==> src/rtl/adv_uuid_pkg.sv <==
// Package: request/result types and constants for the advertising UUID matcher.
package adv_uuid_pkg;

  localparam logic [7:0]  TYPE_UUID16_PARTIAL  = 8'h02;
  localparam logic [7:0]  TYPE_UUID16_COMPLETE = 8'h03;
  localparam logic [15:0] UUID_A_RESET         = 16'hFFE0;
  localparam logic [15:0] UUID_B_RESET         = 16'hFFF0;

  localparam int unsigned CFG_IDX_W = 2;
  localparam logic [CFG_IDX_W-1:0] REG_MATCH_UUID_A = 2'd0;
  localparam logic [CFG_IDX_W-1:0] REG_MATCH_UUID_B = 2'd1;

  typedef struct packed {
    logic [7:0] data_byte;
    logic [7:0] payload_length;
    logic       last_byte;
  } in_req_t;

  typedef struct packed {
    logic uuid_found;
    logic result_last;
  } out_rsp_t;

  typedef struct packed {
    logic [15:0] match_uuid_a;
    logic [15:0] match_uuid_b;
  } match_cfg_t;

endpackage

==> src/rtl/adv_uuid_parse.sv <==
// Per-payload parser state: walks length-type-data structures and matches UUIDs.
module adv_uuid_parse (
  input  logic                    clk_i,
  input  logic                    rst_ni,
  input  logic                    step_i,
  input  adv_uuid_pkg::in_req_t   item_i,
  input  adv_uuid_pkg::match_cfg_t cfg_i,
  output logic                    found_o
);
  import adv_uuid_pkg::*;

  logic [7:0] pos_q, pos_d;
  logic [7:0] start_q, start_d;
  logic [7:0] len_q, len_d;
  logic [7:0] type_q, type_d;
  logic [7:0] low_q, low_d;
  logic       stop_q, stop_d;
  logic       match_q, match_d;

  logic       skip;
  logic [7:0] off_raw;
  logic [7:0] off;
  logic       new_struct;
  logic [8:0] end_pos;
  logic [15:0] uuid;
  logic       is_list;

  always_comb begin
    skip       = stop_q || (pos_q >= item_i.payload_length);
    off_raw    = pos_q - start_q;
    new_struct = ({1'b0, off_raw} == ({1'b0, len_q} + 9'd1));
    off        = new_struct ? 8'd0 : off_raw;
    end_pos    = {1'b0, pos_q} + {1'b0, item_i.data_byte};
    uuid       = {item_i.data_byte, low_q};
    is_list    = (type_q == TYPE_UUID16_PARTIAL) || (type_q == TYPE_UUID16_COMPLETE);

    pos_d   = pos_q;
    start_d = start_q;
    len_d   = len_q;
    type_d  = type_q;
    low_d   = low_q;
    stop_d  = stop_q;
    match_d = match_q;

    if (!skip) begin
      if (new_struct) start_d = pos_q;
      if (off == 8'd0) begin
        if (item_i.data_byte == 8'd0 || end_pos >= {1'b0, item_i.payload_length})
          stop_d = 1'b1;
        else
          len_d = item_i.data_byte;
      end else if (off == 8'd1) begin
        type_d = item_i.data_byte;
      end else if (is_list) begin
        if (!off[0]) begin
          low_d = item_i.data_byte;
        end else if (uuid == cfg_i.match_uuid_a || uuid == cfg_i.match_uuid_b) begin
          match_d = 1'b1;
        end
      end
    end
    if (pos_q != 8'hFF) pos_d = pos_q + 8'd1;
  end

  // result covers the byte being stepped now
  assign found_o = match_d;

  always_ff @(posedge clk_i or negedge rst_ni) begin
    if (!rst_ni) begin
      pos_q   <= '0;
      start_q <= '0;
      len_q   <= '0;
      type_q  <= '0;
      low_q   <= '0;
      stop_q  <= 1'b0;
      match_q <= 1'b0;
    end else if (step_i) begin
      if (item_i.last_byte) begin
        pos_q   <= '0;
        start_q <= '0;
        len_q   <= '0;
        type_q  <= '0;
        low_q   <= '0;
        stop_q  <= 1'b0;
        match_q <= 1'b0;
      end else begin
        pos_q   <= pos_d;
        start_q <= start_d;
        len_q   <= len_d;
        type_q  <= type_d;
        low_q   <= low_d;
        stop_q  <= stop_d;
        match_q <= match_d;
      end
    end
  end

  a_clear_after_last: assert property (@(posedge clk_i) disable iff (!rst_ni)
    step_i && item_i.last_byte |=> pos_q == 8'd0 && !match_q && !stop_q)
    else $error("parser state not cleared after last byte");

  a_start_le_pos: assert property (@(posedge clk_i) disable iff (!rst_ni)
    start_q <= pos_q)
    else $error("structure start beyond byte position");

  a_match_sticky: assert property (@(posedge clk_i) disable iff (!rst_ni)
    step_i && !item_i.last_byte && match_q |=> match_q)
    else $error("match flag dropped within a payload");

endmodule

==> src/rtl/adv_service_uuid_matcher_top.sv <==
// Top level: input register, parser, result register and config registers.
//
//  channel | direction | handshake              | payload
//  in      | request   | in_valid_i/in_stall_o  | in_req_i (data, length, last)
//  out     | result    | out_valid_o/out_stall_i| out_rsp_o (found, last)
//  cfg     | write     | cfg_valid_i/cfg_ready_o| cfg_index_i, cfg_data_i
//
// One request per cycle sustained while no final byte is stalled; a result is valid once its last byte
// has passed the input register and then the result register.
// Parser state is registered and updates from the registered request.
// Reset clears parser state and loads the UUID registers with their defaults.
// Out stall holds the result; the input register keeps taking non-final bytes meanwhile.
module adv_service_uuid_matcher_top (
  input  logic                              clk_i,
  input  logic                              rst_ni,
  input  logic                              in_valid_i,
  output logic                              in_stall_o,
  input  adv_uuid_pkg::in_req_t             in_req_i,
  output logic                              out_valid_o,
  input  logic                              out_stall_i,
  output adv_uuid_pkg::out_rsp_t            out_rsp_o,
  input  logic                              cfg_valid_i,
  output logic                              cfg_ready_o,
  input  logic [adv_uuid_pkg::CFG_IDX_W-1:0] cfg_index_i,
  input  logic [15:0]                       cfg_data_i
);
  import adv_uuid_pkg::*;

  logic       req_v_q;
  in_req_t    req_q;
  logic       rsp_v_q;
  out_rsp_t   rsp_q;
  match_cfg_t cfg_q;
  logic       proc;
  logic       can_proc;
  logic       found;

  assign cfg_ready_o = 1'b1;

  always_ff @(posedge clk_i or negedge rst_ni) begin
    if (!rst_ni) begin
      cfg_q.match_uuid_a <= UUID_A_RESET;
      cfg_q.match_uuid_b <= UUID_B_RESET;
    end else if (cfg_valid_i && cfg_ready_o) begin
      case (cfg_index_i)
        REG_MATCH_UUID_A: cfg_q.match_uuid_a <= cfg_data_i;
        REG_MATCH_UUID_B: cfg_q.match_uuid_b <= cfg_data_i;
        default: ;
      endcase
    end
  end

  // a final byte needs room in the result register
  assign can_proc   = !req_q.last_byte || !rsp_v_q || !out_stall_i;
  assign proc       = req_v_q && can_proc;
  assign in_stall_o = req_v_q && !can_proc;

  always_ff @(posedge clk_i or negedge rst_ni) begin
    if (!rst_ni) begin
      req_v_q <= 1'b0;
    end else if (!in_stall_o) begin
      req_v_q <= in_valid_i;
    end
  end

  always_ff @(posedge clk_i) begin
    if (!in_stall_o && in_valid_i) req_q <= in_req_i;
  end

  adv_uuid_parse u_parse (
    .clk_i   (clk_i),
    .rst_ni  (rst_ni),
    .step_i  (proc),
    .item_i  (req_q),
    .cfg_i   (cfg_q),
    .found_o (found)
  );

  always_ff @(posedge clk_i or negedge rst_ni) begin
    if (!rst_ni) begin
      rsp_v_q <= 1'b0;
    end else if (proc && req_q.last_byte) begin
      rsp_v_q <= 1'b1;
    end else if (!out_stall_i) begin
      rsp_v_q <= 1'b0;
    end
  end

  always_ff @(posedge clk_i) begin
    if (proc && req_q.last_byte) begin
      rsp_q.uuid_found  <= found;
      rsp_q.result_last <= 1'b1;
    end
  end

  assign out_valid_o = rsp_v_q;
  assign out_rsp_o   = rsp_q;

  a_stall_needs_req: assert property (@(posedge clk_i) disable iff (!rst_ni)
    in_stall_o |-> req_v_q && req_q.last_byte && rsp_v_q)
    else $error("input stalled without a blocked final byte");

  a_rsp_from_last: assert property (@(posedge clk_i) disable iff (!rst_ni)
    $rose(out_valid_o) |-> $past(proc && req_q.last_byte))
    else $error("result without a final byte");

  a_rsp_marked: assert property (@(posedge clk_i) disable iff (!rst_ni)
    out_valid_o |-> out_rsp_o.result_last)
    else $error("result not marked last");

endmodule

==> config.mk <==
export PLATFORM = sky130hd
export DESIGN_NAME = adv_service_uuid_matcher_top
export DESIGN_NICKNAME = d
export VERILOG_FILES = /design/src/rtl/adv_uuid_pkg.sv /design/src/rtl/adv_uuid_parse.sv /design/src/rtl/adv_service_uuid_matcher_top.sv
export SDC_FILE = /design/constraint.sdc
export NUM_CORES = 1
export LEC_CHECK = 0
export ABC_AREA = 1
export BUFFER_PORTS_ARGS = -buffer_cell sky130_fd_sc_hd__buf_4
export CORE_MARGIN = 2
export CORE_UTILIZATION = 60
export DETAILED_ROUTE_END_ITERATION = 6
export PLACE_DENSITY = 0.8
export REMOVE_ABC_BUFFERS = 1
export SLEW_MARGIN = 5
export SYNTH_ARGS = -nofsm -noshare
export SYNTH_HDL_FRONTEND = slang
export SYNTH_HIERARCHICAL = 1
export SYNTH_SLANG_ARGS = --single-unit
==> constraint.sdc <==
create_clock -name clk_i -period 4.9 [get_ports clk_i]
set_input_delay 0.245 -clock clk_i [delete_from_list [all_inputs] [get_ports clk_i]]
set_output_delay 0.245 -clock clk_i [all_outputs]
set_load 0.05 [all_outputs]
==> Flow_metrics.wiki <==
{| class="wikitable"
! Metric !! Value
|-
| Result of the run || completed
|-
| Number of detailed-routing iterations run before antenna repair || 5
|-
| Count of mapped cells out of synthesis || 709
|-
| Ratio of cells with drive above 1 in the final layout || 0.1602
|-
| Cell chain of the critical path || ha_1 -> a21oi_1 -> nand2_1 -> a21oi_1 -> o21bai_1 -> a21o_1 -> a21oi_1 -> xnor2_1 -> ha_1 -> nand3_1 -> o22ai_1 -> nor3b_1 -> nand3_1 -> nand2_1 -> nand3_2 -> nand2_1 -> nand2_1
|-
| Cell Pwr Density || roughly 370 nW/um^2
|-
| Routed wl met3 || 569 um
|-
| Total standard cell area after synthesis || 5849 um^2
|-
| Clk slew on worst S/H paths || about 0.08 ns
|-
| Final Max Tran Viols || 0
|-
| Aggregate negative setup slack || 0 ns
|-
| Number of placed instances, taps included || 866
|-
| Final count of hold timing violations || 0
|-
| Clock buffers created by TritonCTS || 9
|-
| TritonCTS clock tree || built
|-
| Setup skew after layout || 0.009772 ns
|-
| Share of synthesized area occupied by flip-flops and latches || 0.4182
|-
| CTS root buffer || clkbuf_8
|-
| Most common cell after layout, fill and taps aside || nand2_1
|-
| Post-synthesis compound-gate area fraction || 0.05455
|-
| Number of port buffers || 42
|-
| Count of warnings emitted by yosys || 6
|-
| Post-synth EDFFs || 18
|-
| First-iteration detailed-routing DRC count || 274
|-
| Number of buffers inserted by hold repair at cts || 0
|-
| Commonest cells after routing, fill and taps aside || 206 x nand2_1, 75 x inv_1, 69 x nand3_1
|-
| Half-perimeter wire length after placement || about 9500 um
|-
| Via count || ~4700
|-
| Number of design rule violations left after detail routing || 0
|-
| Number of inserted diodes || 0
|-
| Maximum operating frequency || 289.9 MHz
|-
| Worst hold-check path type || input port to async pin
|-
| Most numerous cell on the critical path || nand2_1
|-
| Detailed route wirelength on metal2 || 6136 um
|-
| Largest family of logic cells by synthesized area || simple AND/OR/NAND/NOR gates
|-
| Post-Synth Adder-Cell Area || 0.07957
|-
| Primary flip-flop cell chosen by synthesis mapping || dfrtp_1
|-
| Area share of and/or/nand/nor cells after synthesis || 0.3121
|-
| Resized cells post-CTS || 0
|-
| Total Nets Final || 820
|-
| Max-capacitance violation count || 0
|-
| Vias in the first global route || about 4600
|-
| Worst setup EP type || register
|-
| Post-synthesis async set-or-reset flop share || 0.8065
|-
| Maximum count of clock buffers along a single path || 2
|-
| Maximum number of pins on one net before global-route repair || between 70 and 80
|-
| Standard cell area after detailed placement || 6208 um^2
|-
| Antenna-violating nets left || 0
|-
| Wire length on met1 || 5598 um
|-
| Worst path buffer plus inverter count || 0
|-
| IO Count || 45
|-
| First-pass GRT wire length || between 20000 and 25000 um
|-
| Worst path required time || 5.16 ns
|-
| Critical path class || register to register
|-
| Register bit total from synthesis || 93
|-
| Pin slew with the least headroom to its limit || 0.9304 ns
|-
| Area growth from synthesis to layout || 9.604%
|-
| Area of all placed cells without fillers || 6411 um^2
|-
| Die Wd || 102.7 um
|-
| Effective utilization at floorplan || 0.6097
|-
| Share of the cycle needed by the critical path after routing || 0.7039
|-
| Nature of the critical path startpoint || register
|-
| Dominant delay contributor by cell family on the critical path || simple AND/OR/NAND/NOR gates
|-
| Setup-violating endpoint count in the final report || 0
|-
| Clock Sinks || 93
|-
| Share of cell area taken by muxes after synthesis || 0
|-
| Core ar. || 9594 um^2
|-
| Unique masters post-synth || 44
|-
| Mapped Avg Cell Area || around 8.3 um^2
|-
| WL final || between 10000 and 15000 um
|-
| Minimum clock period after layout || 3.449 ns
|-
| Finished Layout Cells || 882
|-
| # Post-CTS Setup Buffers || 0
|-
| Xor/xnor cell area share of the yosys netlist || 0.06139
|-
| Placer's final routability congestion estimate || around 0.96
|-
| Core Rows || 36
|-
| Die area || about 11000 um^2
|-
| Uppermost signal routing layer after detailed routing || met4
|-
| Initial antenna violation count || 0
|-
| Final core area utilization || 0.6682
|-
| Count of H-tree levels built during CTS || 3
|-
| GRT Util Overall || 0.2613
|-
| Gr ovfl total || 0
|-
| Leak || about 3.2 nW
|-
| Crit-path max cell delay || 0.49 ns
|-
| IR Drop Worst-Case VDD || 0.0002212 V
|-
| Relative max-transition margin || 0.3797
|-
| Vias per Instance || 5.375
|-
| Hold WS || 0.01212 ns
|-
| RSZ-0062 raised after global routing || no
|-
| Library cell contributing the largest single delay on the critical path || dfrtp_1
|-
| Worst Path Arrival || 3.71 ns
|-
| Wire length per cell || 14.33 um
|-
| Height of the chip || approximately 100 um
|-
| Worst-path fanout max || 9
|-
| Worst-Skew Late Latency || 0.37 ns
|}
## through the flow
| step | power (W) | worst slack, ns |
|---|---|---|
| 4_1_cts | 0.002377 | 1.501 |
| 3_5_place_dp | 0.001856 | 1.529 |
| 6_report | 0.002368 | 1.451 |
| 5_1_grt | 0.002544 | 1.132 |
| 3_3_place_gp | 0.001820 | 1.676 |
| 2_1_floorplan | 0.001644 | 1.892 |
## area by class of cell
cell class	count	area, um^2
timing repair buffer	43	322.8
multi-input combinational	518	2977
inverter	79	296.5
clock inverter	4	47.55
clock buffer	12	155.1
sequential	93	2446
tap	133	166.4
fill	802	3183
## synthesized netlist by cell type, types with 5 or more instances
library cell / n / area, um^2
nor2_2: 5 / 31.28
nand3_1: 69 / 345.3
o21ai_2: 8 / 70.07
a21oi_1: 19 / 95.09
nand2_2: 7 / 43.79
dfstp_2: 23 / 604.3
dfrtp_1: 52 / 1301
edfxtp_1: 18 / 540.5
nor3_1: 5 / 25.02
xor2_1: 5 / 43.79
nand2_1: 206 / 773.2
o21ai_0: 11 / 55.05
inv_1: 75 / 281.5
buf_2: 8 / 40.04
ha_1: 34 / 425.4
xnor2_1: 36 / 315.3
nor2_1: 35 / 131.4
nand4_1: 41 / 256.5
## cell families after synthesis
logic type,count (synthesis)
other,1
buffers and inverters,99
flip-flops,93
XOR/XNOR,41
adder cells (fa/ha/maj),36
AO/OA/AOI/OAI,50
AND/OR/NAND/NOR,389
## worst register-to-register path, stage by stage (launching register included)
cell      delay (ns)
dfrtp_1         0.49
ha_1            0.40
a21oi_1         0.15
nand2_1         0.10
a21oi_1         0.16
o21bai_1        0.11
a21o_1          0.17
a21oi_1         0.15
xnor2_1         0.14
ha_1            0.26
nand3_1         0.10
o22ai_1         0.08
nor3b_1         0.25
nand3_1         0.14
nand2_1         0.25
nand3_2         0.22
nand2_1         0.12
nand2_1         0.06
## registers in the layout (all words and copies together), names as in the netlist, 7 cells and up
register and count:
u_parse/len_q 8, req_q 17, u_parse/low_q 8, cfg_q 32
u_parse/type_q 7, u_parse/pos_q 8, u_parse/start_q 8
## path summary, 6_finish.rpt
check	endpoint	from	cells past startpoint	slack [ns]
min reg2reg	cfg_q[13]	cfg_q[13]	2	0.47
min in group clk_i	req_q[12]	in_req_i[12]	1	0.05
max reg2reg	u_parse/len_q[3]	u_parse/pos_q[2]	17	1.45
min	u_parse/low_q[5]	rst_ni	1	0.01
max	u_parse/len_q[3]	u_parse/pos_q[2]	17	1.45
max in group asynchronous	u_parse/start_q[7]	rst_ni	1	4.29
## metal layers
metal  global-route usage  vias to the layer above
met5                    0                        -
met4              0.09919                        0
met3              0.03661                       29
met2               0.4439                      129
met1               0.3424                     2186
li1                     -                     2397
## power by group
group          total, W  switching [W]  internal (W)  leakage, nW
Combinational  0.000791       0.000478      0.000313         2.00
Clock          0.000522       0.000259      0.000262        0.104
Sequential      0.00105       0.000124      0.000931         1.10
No activity file was read; power rests on OpenSTA's default activity.
